[src/design/hhc_pkg.sv]
// shared types and constants for the hysteresis heater controller
package hhc_pkg;

	// register indexes on the configuration port
	typedef enum logic [2:0] {
		CFG_SETPOINT     = 3'd0,
		CFG_HYSTERESIS   = 3'd1,
		CFG_FREEZE_LIMIT = 3'd2,
		CFG_MIN_SWITCH   = 3'd3,
		CFG_MAINT_DAYS   = 3'd4
	} cfg_idx_t;

	localparam int CFG_DATA_W  = 17;
	localparam int TEMP_W      = 15;
	localparam int TIME_W      = 32;
	localparam int HYST_W      = 11;
	localparam int MIN_SW_W    = 17;
	localparam int DAYS_W      = 9;
	localparam int SETTLE_W    = 19;
	localparam int MAINT_LIM_W = 26;

	localparam logic [16:0] SECONDS_PER_DAY = 17'd86400;

	// actuator state codes
	localparam logic [1:0] HEATER_OFF   = 2'd0;
	localparam logic [1:0] HEATER_ON    = 2'd1;
	localparam logic [1:0] HEATER_UNDET = 2'd2;

	// sample count saturates here
	localparam logic [1:0] SEEN_FULL = 2'd2;

	// register reset values
	localparam logic signed [14:0] TARGET_RST    = 15'sd2100;
	localparam logic [10:0]        HYST_RST      = 11'd50;
	localparam logic signed [14:0] FREEZE_RST    = 15'sd500;
	localparam logic [16:0]        MIN_SW_RST    = 17'd300;
	localparam logic [8:0]         DAYS_RST      = 9'd7;
	localparam logic [18:0]        SETTLE_RST    = 19'd900;
	localparam logic [25:0]        MAINT_LIM_RST = 26'd604800;

	// configuration as seen by the decision logic
	typedef struct packed {
		logic signed [14:0] setpoint;
		logic [10:0]        hysteresis;
		logic signed [14:0] freeze_limit;
		logic [16:0]        min_switch;
		logic [18:0]        settle_time;
		logic [25:0]        maint_limit;
	} cfg_t;

	// one result word
	typedef struct packed {
		logic [1:0] actuator_state;
		logic       changed;
		logic       maint;
	} res_t;

endpackage

[src/design/hhc_cfg.sv]
// configuration registers with precomputed time limits
module hhc_cfg (
	input  logic                          clk,
	input  logic                          arst_n,
	input  logic                          cfg_valid,
	input  logic [2:0]                    cfg_index,
	input  logic [hhc_pkg::CFG_DATA_W-1:0] cfg_data,
	output hhc_pkg::cfg_t                 cfg
);

	logic signed [14:0] target_q;
	logic [10:0]        hyst_q;
	logic signed [14:0] freeze_q;
	logic [16:0]        min_sw_q;
	logic [18:0]        settle_q;
	logic [25:0]        maint_lim_q;
	logic [25:0]        maint_lim_d;
	logic [18:0]        settle_d;

	// derived limits: days in seconds and three switch intervals
	always_comb begin
		maint_lim_d = {17'd0, cfg_data[8:0]} * {9'd0, hhc_pkg::SECONDS_PER_DAY};
		settle_d    = {1'b0, cfg_data, 1'b0} + {2'b00, cfg_data};
	end

	// register writes, unknown indexes ignored
	always_ff @(posedge clk or negedge arst_n) begin
		if (!arst_n) begin
			target_q    <= hhc_pkg::TARGET_RST;
			hyst_q      <= hhc_pkg::HYST_RST;
			freeze_q    <= hhc_pkg::FREEZE_RST;
			min_sw_q    <= hhc_pkg::MIN_SW_RST;
			settle_q    <= hhc_pkg::SETTLE_RST;
			maint_lim_q <= hhc_pkg::MAINT_LIM_RST;
		end else if (cfg_valid) begin
			unique case (hhc_pkg::cfg_idx_t'(cfg_index))
				hhc_pkg::CFG_SETPOINT: begin
					target_q <= $signed(cfg_data[14:0]);
				end
				hhc_pkg::CFG_HYSTERESIS: begin
					hyst_q <= cfg_data[10:0];
				end
				hhc_pkg::CFG_FREEZE_LIMIT: begin
					freeze_q <= $signed(cfg_data[14:0]);
				end
				hhc_pkg::CFG_MIN_SWITCH: begin
					min_sw_q <= cfg_data;
					settle_q <= settle_d;
				end
				hhc_pkg::CFG_MAINT_DAYS: begin
					maint_lim_q <= maint_lim_d;
				end
				default: begin
				end
			endcase
		end
	end

	always_comb begin
		cfg.setpoint     = target_q;
		cfg.hysteresis   = hyst_q;
		cfg.freeze_limit = freeze_q;
		cfg.min_switch   = min_sw_q;
		cfg.settle_time  = settle_q;
		cfg.maint_limit  = maint_lim_q;
	end

endmodule

[src/design/hhc_core.sv]
// thermostat and maintenance decision with its state registers
module hhc_core (
	input  logic                   clk,
	input  logic                   arst_n,
	input  logic                   en,
	input  logic signed [14:0]     temperature,
	input  logic [31:0]            timestamp,
	input  hhc_pkg::cfg_t          cfg,
	output hhc_pkg::res_t          res
);

	logic signed [14:0] latest_q;
	logic [1:0]         seen_q;
	logic [1:0]         heater_q;
	logic [31:0]        lct_q;
	logic               maint_q;
	logic [31:0]        mstart_q;

	logic signed [15:0] prev_x, cur_x, fz_x, low_band, high_band;
	logic               two_seen;
	logic               req_a, force_a, want_a, sw_a;
	logic [31:0]        elapsed_a, elapsed_b, maint_elapsed;
	logic [1:0]         heater_a, heater_d;
	logic [31:0]        lct_a, lct_d;
	logic               req_b, want_b, sw_b;
	logic               maint_d, maint_start;

	// thermostat request from the two most recent samples
	always_comb begin
		prev_x    = $signed({latest_q[14], latest_q});
		cur_x     = $signed({temperature[14], temperature});
		fz_x      = $signed({cfg.freeze_limit[14], cfg.freeze_limit});
		low_band  = $signed({cfg.setpoint[14], cfg.setpoint})
			- $signed({5'b00000, cfg.hysteresis});
		high_band = $signed({cfg.setpoint[14], cfg.setpoint})
			+ $signed({5'b00000, cfg.hysteresis});
		two_seen  = (seen_q != 2'd0);
		req_a     = 1'b0;
		force_a   = 1'b0;
		want_a    = 1'b0;
		if (two_seen) begin
			priority if (prev_x < fz_x && cur_x < fz_x) begin
				req_a   = 1'b1;
				force_a = 1'b1;
				want_a  = 1'b1;
			end else if (prev_x < low_band && cur_x < low_band) begin
				req_a  = 1'b1;
				want_a = 1'b1;
			end else if (prev_x > high_band && cur_x > high_band) begin
				req_a = 1'b1;
			end
		end
		elapsed_a = timestamp - lct_q;
		sw_a = req_a && (force_a || elapsed_a >= {15'd0, cfg.min_switch})
			&& ({1'b0, want_a} != heater_q);
		heater_a = sw_a ? {1'b0, want_a} : heater_q;
		lct_a    = sw_a ? timestamp : lct_q;
	end

	// maintenance cycle start and end, acting on the updated state
	always_comb begin
		elapsed_b     = timestamp - lct_a;
		maint_elapsed = timestamp - mstart_q;
		maint_start   = 1'b0;
		maint_d       = maint_q;
		req_b         = 1'b0;
		want_b        = 1'b0;
		if (!maint_q) begin
			if (elapsed_b > {6'd0, cfg.maint_limit}) begin
				maint_start = 1'b1;
				maint_d     = 1'b1;
				req_b       = 1'b1;
				want_b      = 1'b1;
			end
		end else if (maint_elapsed > {13'd0, cfg.settle_time} && two_seen
				&& prev_x > fz_x && cur_x > fz_x) begin
			maint_d = 1'b0;
			req_b   = 1'b1;
		end
		sw_b = req_b && (elapsed_b >= {15'd0, cfg.min_switch})
			&& ({1'b0, want_b} != heater_a);
		heater_d = sw_b ? {1'b0, want_b} : heater_a;
		lct_d    = sw_b ? timestamp : lct_a;

		res.actuator_state = heater_d;
		res.changed        = sw_a | sw_b;
		res.maint          = maint_d;
	end

	// state update once per word
	always_ff @(posedge clk or negedge arst_n) begin
		if (!arst_n) begin
			latest_q <= '0;
			seen_q   <= '0;
			heater_q <= hhc_pkg::HEATER_UNDET;
			lct_q    <= '0;
			maint_q  <= 1'b0;
			mstart_q <= '0;
		end else if (en) begin
			latest_q <= temperature;
			if (seen_q != hhc_pkg::SEEN_FULL) begin
				seen_q <= seen_q + 2'd1;
			end
			heater_q <= heater_d;
			lct_q    <= lct_d;
			maint_q  <= maint_d;
			if (maint_start) begin
				mstart_q <= timestamp;
			end
		end
	end

`ifndef SYNTH
	a_heater_code: assert property (@(posedge clk) disable iff (!arst_n)
		heater_q == hhc_pkg::HEATER_OFF || heater_q == hhc_pkg::HEATER_ON
		|| heater_q == hhc_pkg::HEATER_UNDET)
		else $error("heater state holds an unused code");
	a_no_undet_return: assert property (@(posedge clk) disable iff (!arst_n)
		heater_q != hhc_pkg::HEATER_UNDET |=> heater_q != hhc_pkg::HEATER_UNDET)
		else $error("heater state went back to undetermined");
	a_lct_only_on_switch: assert property (@(posedge clk) disable iff (!arst_n)
		!(en && res.changed) |=> $stable(lct_q))
		else $error("last change time moved without a switch");
	a_maint_start_time: assert property (@(posedge clk) disable iff (!arst_n)
		en && maint_start |=> mstart_q == $past(timestamp) && maint_q)
		else $error("maintenance start not recorded");
`endif

endmodule

[src/design/hysteresis_heater_control.sv]
// top level of the hysteresis heater controller
//
// Sample channel: temperature (signed hundredths of a degree) and timestamp
// (seconds, wrapping) are taken on a rising edge with sample_valid high and
// sample_stall low. Each sample gives exactly one result word on the result
// channel: actuator_state, actuator_changed and maintenance_active, taken on
// an edge with result_valid high and result_stall low.
// The sample is registered at acceptance, the decision logic runs between
// that register and the result register, and the result is shown once it
// is in the result register. One word per cycle is sustained while
// result_stall stays low; the only limit is the single decision stage.
// When the receiver stalls, the result register holds its word and the
// input register keeps one more sample; sample_stall rises once both are
// full. Configuration writes (cfg_index, cfg_data) are always taken
// (cfg_ready high) and apply to the next sample decided.
// Reset loads the register defaults, clears both pipeline stages and sets
// the actuator state to undetermined.
module hysteresis_heater_control (
	input  logic                           clk,
	input  logic                           arst_n,
	input  logic                           sample_valid,
	output logic                           sample_stall,
	input  logic signed [14:0]             temperature,
	input  logic [31:0]                    timestamp,
	output logic                           result_valid,
	input  logic                           result_stall,
	output logic [1:0]                     actuator_state,
	output logic                           actuator_changed,
	output logic                           maintenance_active,
	input  logic                           cfg_valid,
	output logic                           cfg_ready,
	input  logic [2:0]                     cfg_index,
	input  logic [hhc_pkg::CFG_DATA_W-1:0] cfg_data
);

	hhc_pkg::cfg_t      cfg;
	hhc_pkg::res_t      res;
	logic               valid_s1;
	logic signed [14:0] temp_s1;
	logic [31:0]        ts_s1;
	logic               valid_s2;
	hhc_pkg::res_t      res_s2;
	logic               out_free;
	logic               adv_s1;
	logic               take_in;

	assign cfg_ready = 1'b1;

	hhc_cfg u_cfg (
		.clk       (clk),
		.arst_n    (arst_n),
		.cfg_valid (cfg_valid),
		.cfg_index (cfg_index),
		.cfg_data  (cfg_data),
		.cfg       (cfg)
	);

	// handshake between the two stages
	always_comb begin
		out_free     = !valid_s2 || !result_stall;
		adv_s1       = valid_s1 && out_free;
		sample_stall = valid_s1 && !out_free;
		take_in      = sample_valid && !sample_stall;
	end

	hhc_core u_core (
		.clk         (clk),
		.arst_n      (arst_n),
		.en          (adv_s1),
		.temperature (temp_s1),
		.timestamp   (ts_s1),
		.cfg         (cfg),
		.res         (res)
	);

	// stage valid flags
	always_ff @(posedge clk or negedge arst_n) begin
		if (!arst_n) begin
			valid_s1 <= 1'b0;
			valid_s2 <= 1'b0;
		end else begin
			if (take_in) begin
				valid_s1 <= 1'b1;
			end else if (adv_s1) begin
				valid_s1 <= 1'b0;
			end
			if (out_free) begin
				valid_s2 <= adv_s1;
			end
		end
	end

	// stage payloads
	always_ff @(posedge clk) begin
		if (take_in) begin
			temp_s1 <= temperature;
			ts_s1   <= timestamp;
		end
		if (adv_s1) begin
			res_s2 <= res;
		end
	end

	always_comb begin
		result_valid       = valid_s2;
		actuator_state     = res_s2.actuator_state;
		actuator_changed   = res_s2.changed;
		maintenance_active = res_s2.maint;
	end

`ifndef SYNTH
	a_stall_only_when_full: assert property (@(posedge clk) disable iff (!arst_n)
		sample_stall |-> valid_s1 && valid_s2 && result_stall)
		else $error("sample stalled with room in the pipeline");
	a_decided_word_shown: assert property (@(posedge clk) disable iff (!arst_n)
		adv_s1 |=> valid_s2)
		else $error("decided word lost before the result register");
	a_result_held: assert property (@(posedge clk) disable iff (!arst_n)
		result_valid && result_stall |=> result_valid && $stable(res_s2))
		else $error("stalled result word changed");
`endif

endmodule
[config.mk]
export PLATFORM = sky130hd
export DESIGN_NAME = hysteresis_heater_control
export DESIGN_NICKNAME = d
export VERILOG_FILES = /design/src/design/hhc_pkg.sv /design/src/design/hhc_cfg.sv /design/src/design/hhc_core.sv /design/src/design/hysteresis_heater_control.sv
export SDC_FILE = /design/constraint.sdc
export NUM_CORES = 1
export LEC_CHECK = 0
export ABC_AREA = 1
export BUFFER_PORTS_ARGS = -buffer_cell sky130_fd_sc_hd__buf_4
export CAP_MARGIN = 10
export CORE_ASPECT_RATIO = 2
export CORE_MARGIN = 4
export CORE_UTILIZATION = 41
export CTS_CLUSTER_DIAMETER = 150
export CTS_CLUSTER_SIZE = 12
export DETAILED_ROUTE_END_ITERATION = 6
export SKIP_LAST_GASP = 1
export SLEW_MARGIN = 15
export SYNTH_ARGS = -nofsm -noshare
export SYNTH_HDL_FRONTEND = slang
export SYNTH_HIERARCHICAL = 1
export SYNTH_SLANG_ARGS = --single-unit
[constraint.sdc]
create_clock -name clk -period 22.7 [get_ports clk]
set_input_delay 4.54 -clock clk [delete_from_list [all_inputs] [get_ports clk]]
set_output_delay 4.54 -clock clk [all_outputs]
set_load 0.1 [all_outputs]
Word-level counts from Yosys, hierarchy flattened
Index checks and enable logic that the tools add are counted.
{"block": "word_totals", "regBits": 233, "input_bits": 72, "word_cells": 97, "out_inout_bits": 7}
{"block": "classes", "eq_ne": 7, "n_lt_le_gt_ge": 12, "mul": 1, "muxes": 21, "bitwise_logic": 1, "reduce_logical": 29, "addsub": 7}
{"op": "subtractor 32 bit", "n": 3}
{"op": ">= comparator 32 x 17 -> 1 bit", "n": 2}
{"op": "2-to-1 mux 32 bit", "n": 2}
{"op": "> comparator 15 x 16 -> 1 bit", "n": 2}
{"op": "> comparator 32 x 19 -> 1 bit", "n": 1}
{"op": "> comparator 32 x 26 -> 1 bit", "n": 1}
{"op": "< comparator 15 x 16 -> 1 bit", "n": 2}
{"op": "> comparator 15 bit", "n": 2}
{"op": "< comparator 15 bit", "n": 2}
{"op": "adder 18 x 17 -> 19 bit", "n": 1}
{"op": "multiplier 9 x 10 -> 19 bit, second input constant", "n": 1}
{"op": "2-to-1 mux 1 bit", "n": 17}
{"op": "adder 15 x 12 -> 16 bit", "n": 1}
{"op": "subtractor 15 x 12 -> 16 bit", "n": 1}
{"op": "AND reduction 2 bit", "n": 7}
{"op": "logical AND 1 bit", "n": 13}
{"op": "== test 3 x 2 -> 1 bit, second input constant", "n": 2}
{"op": "zero test 1 bit", "n": 4}
{"op": "2-to-1 mux 2 bit", "n": 2}
{"op": "!= test 1 x 2 -> 1 bit", "n": 2}
{"op": "nonzero test 2 bit", "n": 2}
{"op": "== test 3 x 1 -> 1 bit, second input constant", "n": 1}
{"op": "== test 3 bit, second input constant", "n": 1}
{"op": "zero test 3 bit", "n": 1}
{"op": "4 further kinds", "n": 5}

Longest topological paths before layout
{"block": "depth", "word_depth": 17, "mapped_depth": 73, "ltp_nobuf": 71}

Modules after synthesis
Netlist, hierarchy kept.
{"module": "hhc_core", "n_inst": 1, "cells_each": 2292, "area_per_inst_um2": 14843.0, "seq_area_each_um2": 2103.3}
{"module": "hhc_cfg", "n_inst": 1, "cells_each": 774, "area_per_inst_um2": 6152.2, "seq_area_each_um2": 2412.3}
{"module": "hysteresis_heater_control", "n_inst": 1, "cells_each": 65, "area_per_inst_um2": 1637.8, "seq_area_each_um2": 1581.5}

Worst setup path after synthesis
No wires, ideal clock.
{"block": "synth_timing", "kind": "input to output", "start": "input result_stall", "end": "output sample_stall", "arrival_time_ps": 5242, "n_path_buf": 0, "setup_slack_ps": 12918, "path_stages": 2, "required_ps": 18160, "cell_sequence": "nand3_2 -> inv_1"}
{"block": "synth_via", "elab_chain_len": 4}
{"element": "start: declaration", "line_no": "hysteresis_heater_control.sv:26", "rtl": "input logic result_stall,"}
{"element": "zero test 1 bit", "line_no": "hysteresis_heater_control.sv:60", "rtl": "out_free = !valid_s2 || !result_stall;"}
{"element": "logical OR 1 bit", "line_no": "hysteresis_heater_control.sv:60"}
{"element": "zero test 1 bit", "line_no": "hysteresis_heater_control.sv:62", "rtl": "sample_stall = valid_s1 && !out_free;"}
{"element": "logical AND 1 bit", "line_no": "hysteresis_heater_control.sv:62"}
{"element": "end: declaration", "line_no": "hysteresis_heater_control.sv:22", "rtl": "output logic sample_stall,"}
No other way between the ends.

Worst setup path after layout
{"block": "layout_timing", "start": "register u_cfg.hyst_q[1]", "end": "register u_core.lct_q[27]"}
{"block": "layout_via", "elab_chain_len": 17, "word_cells_on_any_way": 30, "cone_classes": "add/sub: 3; order compare: 6; eq/ne: 2; mux: 13; reduce/logical: 6"}
{"element": "start: declaration", "line_no": "hhc_cfg.sv:12", "rtl": "logic [10:0] hyst_q;"}
{"element": "start signal: assignment", "line_no": "hhc_cfg.sv:30", "rtl": "hyst_q <= hhc_pkg::HYST_RST;"}
{"element": "start signal: assignment", "line_no": "hhc_cfg.sv:41", "rtl": "hyst_q <= cfg_data[10:0];"}
{"element": "adder 15 x 12 -> 16 bit", "line_no": "hhc_core.sv:36", "rtl": "+ $signed({5'b00000, cfg.hysteresis});"}
{"element": "> comparator 15 x 16 -> 1 bit", "line_no": "hhc_core.sv:49", "rtl": "end else if (prev_x > high_band && cur_x > high_band) begin"}
{"element": "logical AND 1 bit", "line_no": "hhc_core.sv:49"}
{"element": "2-to-1 mux 1 bit", "line_no": "hhc_core.sv:49"}
{"element": "2-to-1 mux 1 bit", "line_no": "hhc_core.sv:46", "rtl": "end else if (prev_x < low_band && cur_x < low_band) begin"}
{"element": "2-to-1 mux 1 bit", "line_no": "hhc_core.sv:42", "rtl": "priority if (prev_x < fz_x && cur_x < fz_x) begin"}
{"element": "2-to-1 mux 1 bit", "line_no": "hhc_core.sv:41", "rtl": "if (two_seen) begin"}
{"element": "logical AND 1 bit", "line_no": "hhc_core.sv:54", "rtl": "sw_a = req_a && (force_a || elapsed_a >= {15'd0, cfg.min_switch})"}
{"element": "logical AND 1 bit", "line_no": "hhc_core.sv:55", "rtl": "&& ({1'b0, want_a} != heater_q);"}
{"element": "2-to-1 mux 32 bit", "line_no": "hhc_core.sv:57", "rtl": "lct_a = sw_a ? timestamp : lct_q;"}
{"element": "subtractor 32 bit", "line_no": "hhc_core.sv:62", "rtl": "elapsed_b = timestamp - lct_a;"}
{"element": "> comparator 32 x 26 -> 1 bit", "line_no": "hhc_core.sv:69", "rtl": "if (elapsed_b > {6'd0, cfg.maint_limit}) begin"}
{"element": "2-to-1 mux 1 bit", "line_no": "hhc_core.sv:69"}
{"element": "2-to-1 mux 1 bit", "line_no": "hhc_core.sv:68", "rtl": "if (!maint_q) begin"}
{"element": "!= test 1 x 2 -> 1 bit / logical AND 1 bit (equally long branches)", "line_no": "hhc_core.sv:81, hhc_core.sv:80"}
{"element": "logical AND 1 bit", "line_no": "hhc_core.sv:81", "rtl": "&& ({1'b0, want_b} != heater_a);"}
{"element": "2-to-1 mux 32 bit *", "line_no": "hhc_core.sv:83", "rtl": "lct_d = sw_b ? timestamp : lct_a;"}
{"element": "end signal: assignment", "line_no": "hhc_core.sv:105", "rtl": "lct_q <= lct_d;"}
{"element": "end: declaration", "line_no": "hhc_core.sv:15", "rtl": "logic [31:0] lct_q;"}
Mark *: on every way between the ends. The rest lies on a longest branch, timed or not.
A chain may end at the register's enable or synchronous reset.

==> flow_summary.ini <==
[cts]
cts_buffers = 23
clk_path_buf_depth = 3
clkSlewWorstSetupHoldPaths_ns = 0.07
clk_latency_ns = 0.57
h-tree-depth = 1
ctsHoldBuffers = 0
cts_sinks = 232
post_cts_resized = 0
cts_tree = done
root_buffer = clkbuf_16
cts_setup_buffers = 0

[synth]
synth.area.top_cells = ha_1 19%, dfrtp_1 17%, nand2_1 14%, inv_1 8.3%, edfxtp_1 6.8%
synth_edf_count = 51
syn_inst = 3131
netlist_area_sq_um = 22600
ys_seq_area_share_pct = 26.9
yosysMostFrequentCell = nand2_1
async_flop_share_pct = 78.0
syn_area_per_cell_sq_um = 7.23
netlist.area_leader.share_pct = 19.2
synth.distinct_cells = 58
synth_flop_cell = dfrtp_1
ys.warnings.count = 6
ys_ff_latch = 232
netlist_top_cells_count = 819 x nand2_1, 499 x inv_1, 347 x ha_1, 216 x o21ai_0, 199 x a21oi_1
synth_top_cell_by_area = ha_1

[worst_setup_path]
crit_top_cell = nand2_1
cp.required_ns = 23.14
crit_type = register to register
slowest_stage = nand3_4
crit_family = simple AND/OR/NAND/NOR gates
worst-path-buf-inv = 7
worstPathArrival_ns = 12.54
endpoint_kind = register
slowest_delay_ns = 0.80
worst_setup_path_start_kind = register
crit_fanout = 66

[route]
drtIter0Drc = 1136
vias = 21100
avgRoutedWirePerCell_um = 20.5
ant_nets = 0
via_per_inst = 5.45
drcViolationCount = 0
routed_wl_um = 79400
dr.pass1.iters = 6

[floorplanning]
dieArea_sq_um = 59300
die_w_um = 174
row_count = 121
ios = 79
start_util_pct = 41.5
die_h_um = 340
core-area_sq_um = 54500

[timing]
finalHoldViolCount = 0
setup_viol_count_final = 0
post-route-min-period_ns = 12.10
clock-skew-final_ns = 0.0192
slew_viol_final = 0
max_slew_margin_pct = 26.8
max_slew.worst_pin.slew_ns = 1.09
rsz0062_at_grt = no
max_freq_mhz = 82.7
whs_ns = 0.468
period_share_pct = 53.3
fin_ws_ns = 10.60
fin_tns_setup_ns = 0

[place]
place_ws_ns = 11.00
numPortBuffers = 77
dpl.hpwl_um = 65900
gp_congestion = 0.968

[pwr]
ir_drop_v = 0.0000752
p_leak_nw = 12.9
p_per_area_nw_per_um2 = 164

[layout]
antenna_cells = 0
area_growth_pct = 8.13
layout-drive-gt1-share_pct = 6.69
final_util_pct = 44.9
nets = 3622

[grt]
antenna_found_initial = 0
first_global_vias = 21500
track_usage_pct = 26.2
grt_pass1_wl_um = 121000
grt_overflow = 0
grt_max_degree = 115

[flow_run]
max-cap-violations = 0

[status]
status = complete, no violations

[min_path]
holdCritPathClass = register to register
[worst register-to-register path, delay by kind of cell (launching register included)]
family / cells / cell delay (ns)
AOI/OAI and AO/OA: 15 / 2.84
and+or+nand+nor: 37 / 5.58
xor gates and xnor gates: 2 / 0.46
adders and majority gates: 5 / 1.46
DFF: 1 / 0.57
buffers and inverters: 7 / 1.00
[path summary, 6_finish.rpt]
path / from / to / slack (ns) / cells after the start
max in group asynchronous: arst_n / u_core/lct_q[28] / 17.07 / 2
min in group asynchronous: arst_n / u_cfg/settle_q[4] / 4.11 / 1
setup reg to reg: u_cfg/hyst_q[1] / u_core/lct_q[27] / 10.60 / 66
setup / recovery: u_cfg/hyst_q[1] / u_core/lct_q[27] / 10.60 / 66
hold reg to reg: u_cfg/maint_lim_q[19] / u_cfg/maint_lim_q[19] / 0.47 / 2
hold / removal: u_cfg/maint_lim_q[19] / u_cfg/maint_lim_q[19] / 0.47 / 2
[where the power goes]
group,switching (W),total (W),internal [W]
sequential,0.0000855,0.000635,0.000550
clock,0.000180,0.000372,0.000191
combinational,0.00199,0.00302,0.00103
[cell type report]
| type | instances | area [sq um] |
|---|---|---|
| clock buffer | 40 | 639 |
| clock inverter | 2 | 17.5 |
| fill | 5662 | 30000 |
| inverter | 520 | 1950 |
| multi-input combinational | 2320 | 14300 |
| sequential | 232 | 6100 |
| tap | 676 | 846 |
| timing repair buffer | 85 | 644 |
[through the flow]
stage / total power, W / instance area, sq um / std cells
global placement: 0.00357 / 23800 / 3833
CTS: 0.00402 / 24500 / 3875
finish: 0.00402 / 24500 / 3875
detailed placement: 0.00362 / 23800 / 3833
global route: 0.00442 / 24500 / 3875
floorplan: 0.00273 / 22700 / 3137
[cells in the final DEF (no fill, tap or decap), types with 9 or more instances in the layout]
| cell type | instances |
|---|---|
| a211oi_1 | 12 |
| a21o_1 | 9 |
| a21oi_1 | 198 |
| a31oi_1 | 20 |
| buf_4 | 84 |
| clkbuf_1 | 17 |
| clkbuf_16 | 23 |
| dfrtp_1 | 152 |
| dfstp_2 | 29 |
| edfxtp_1 | 51 |
| fa_1 | 21 |
| ha_1 | 347 |
| inv_1 | 498 |
| inv_2 | 18 |
| nand2_1 | 819 |
| nand2_2 | 18 |
| nand3_1 | 163 |
| nand3_2 | 9 |
| nand3b_1 | 14 |
| nand4_1 | 73 |
| nor2_1 | 156 |
| nor3_1 | 29 |
| o21ai_0 | 216 |
| o21ai_1 | 14 |
| o21bai_1 | 13 |
| xnor2_1 | 27 |
| xor2_1 | 74 |
[registers in the layout, summed over array words and instances, names as in the netlist]
name and cells:
u_core/heater_q 2, temp_s1 15, ts_s1 32, u_core/mstart_q 32
valid_s1 1, u_core/seen_q 2, actuator_changed 1, u_cfg/freeze_q 15
u_cfg/target_q 15, u_core/maint_q 1, u_cfg/maint_lim_q 19, u_core/latest_q 15
u_cfg/hyst_q 11, u_cfg/min_sw_q 17, actuator_state 2, u_cfg/settle_q 18
result_valid 1, maintenance_active 1, u_core/lct_q 32
[layer usage]
layer	up-vias	part of all wire (%)	global-route usage, %
met5	-	0	0
met4	0	8.6	18.6
met3	223	3.0	2.43
met2	548	55	52.3
met1	9969	33	24.2
li1	10400	-	-
[cell families (layout without fill, tap and decap cells)]
group | after synthesis | count (layout) | synth area share, %
xor gates and xnor gates | 101 | 101 | 3.91
and+or+nand+nor | 1316 | 1316 | 25.1
other | 2 | 8 | 0.0332
buffers and inverters | 585 | 647 | 10.2
adders and majority gates | 368 | 368 | 21.0
AOI/OAI and AO/OA | 527 | 527 | 12.8
DFF | 232 | 232 | 26.9
Power figures use the tool's default switching activity.
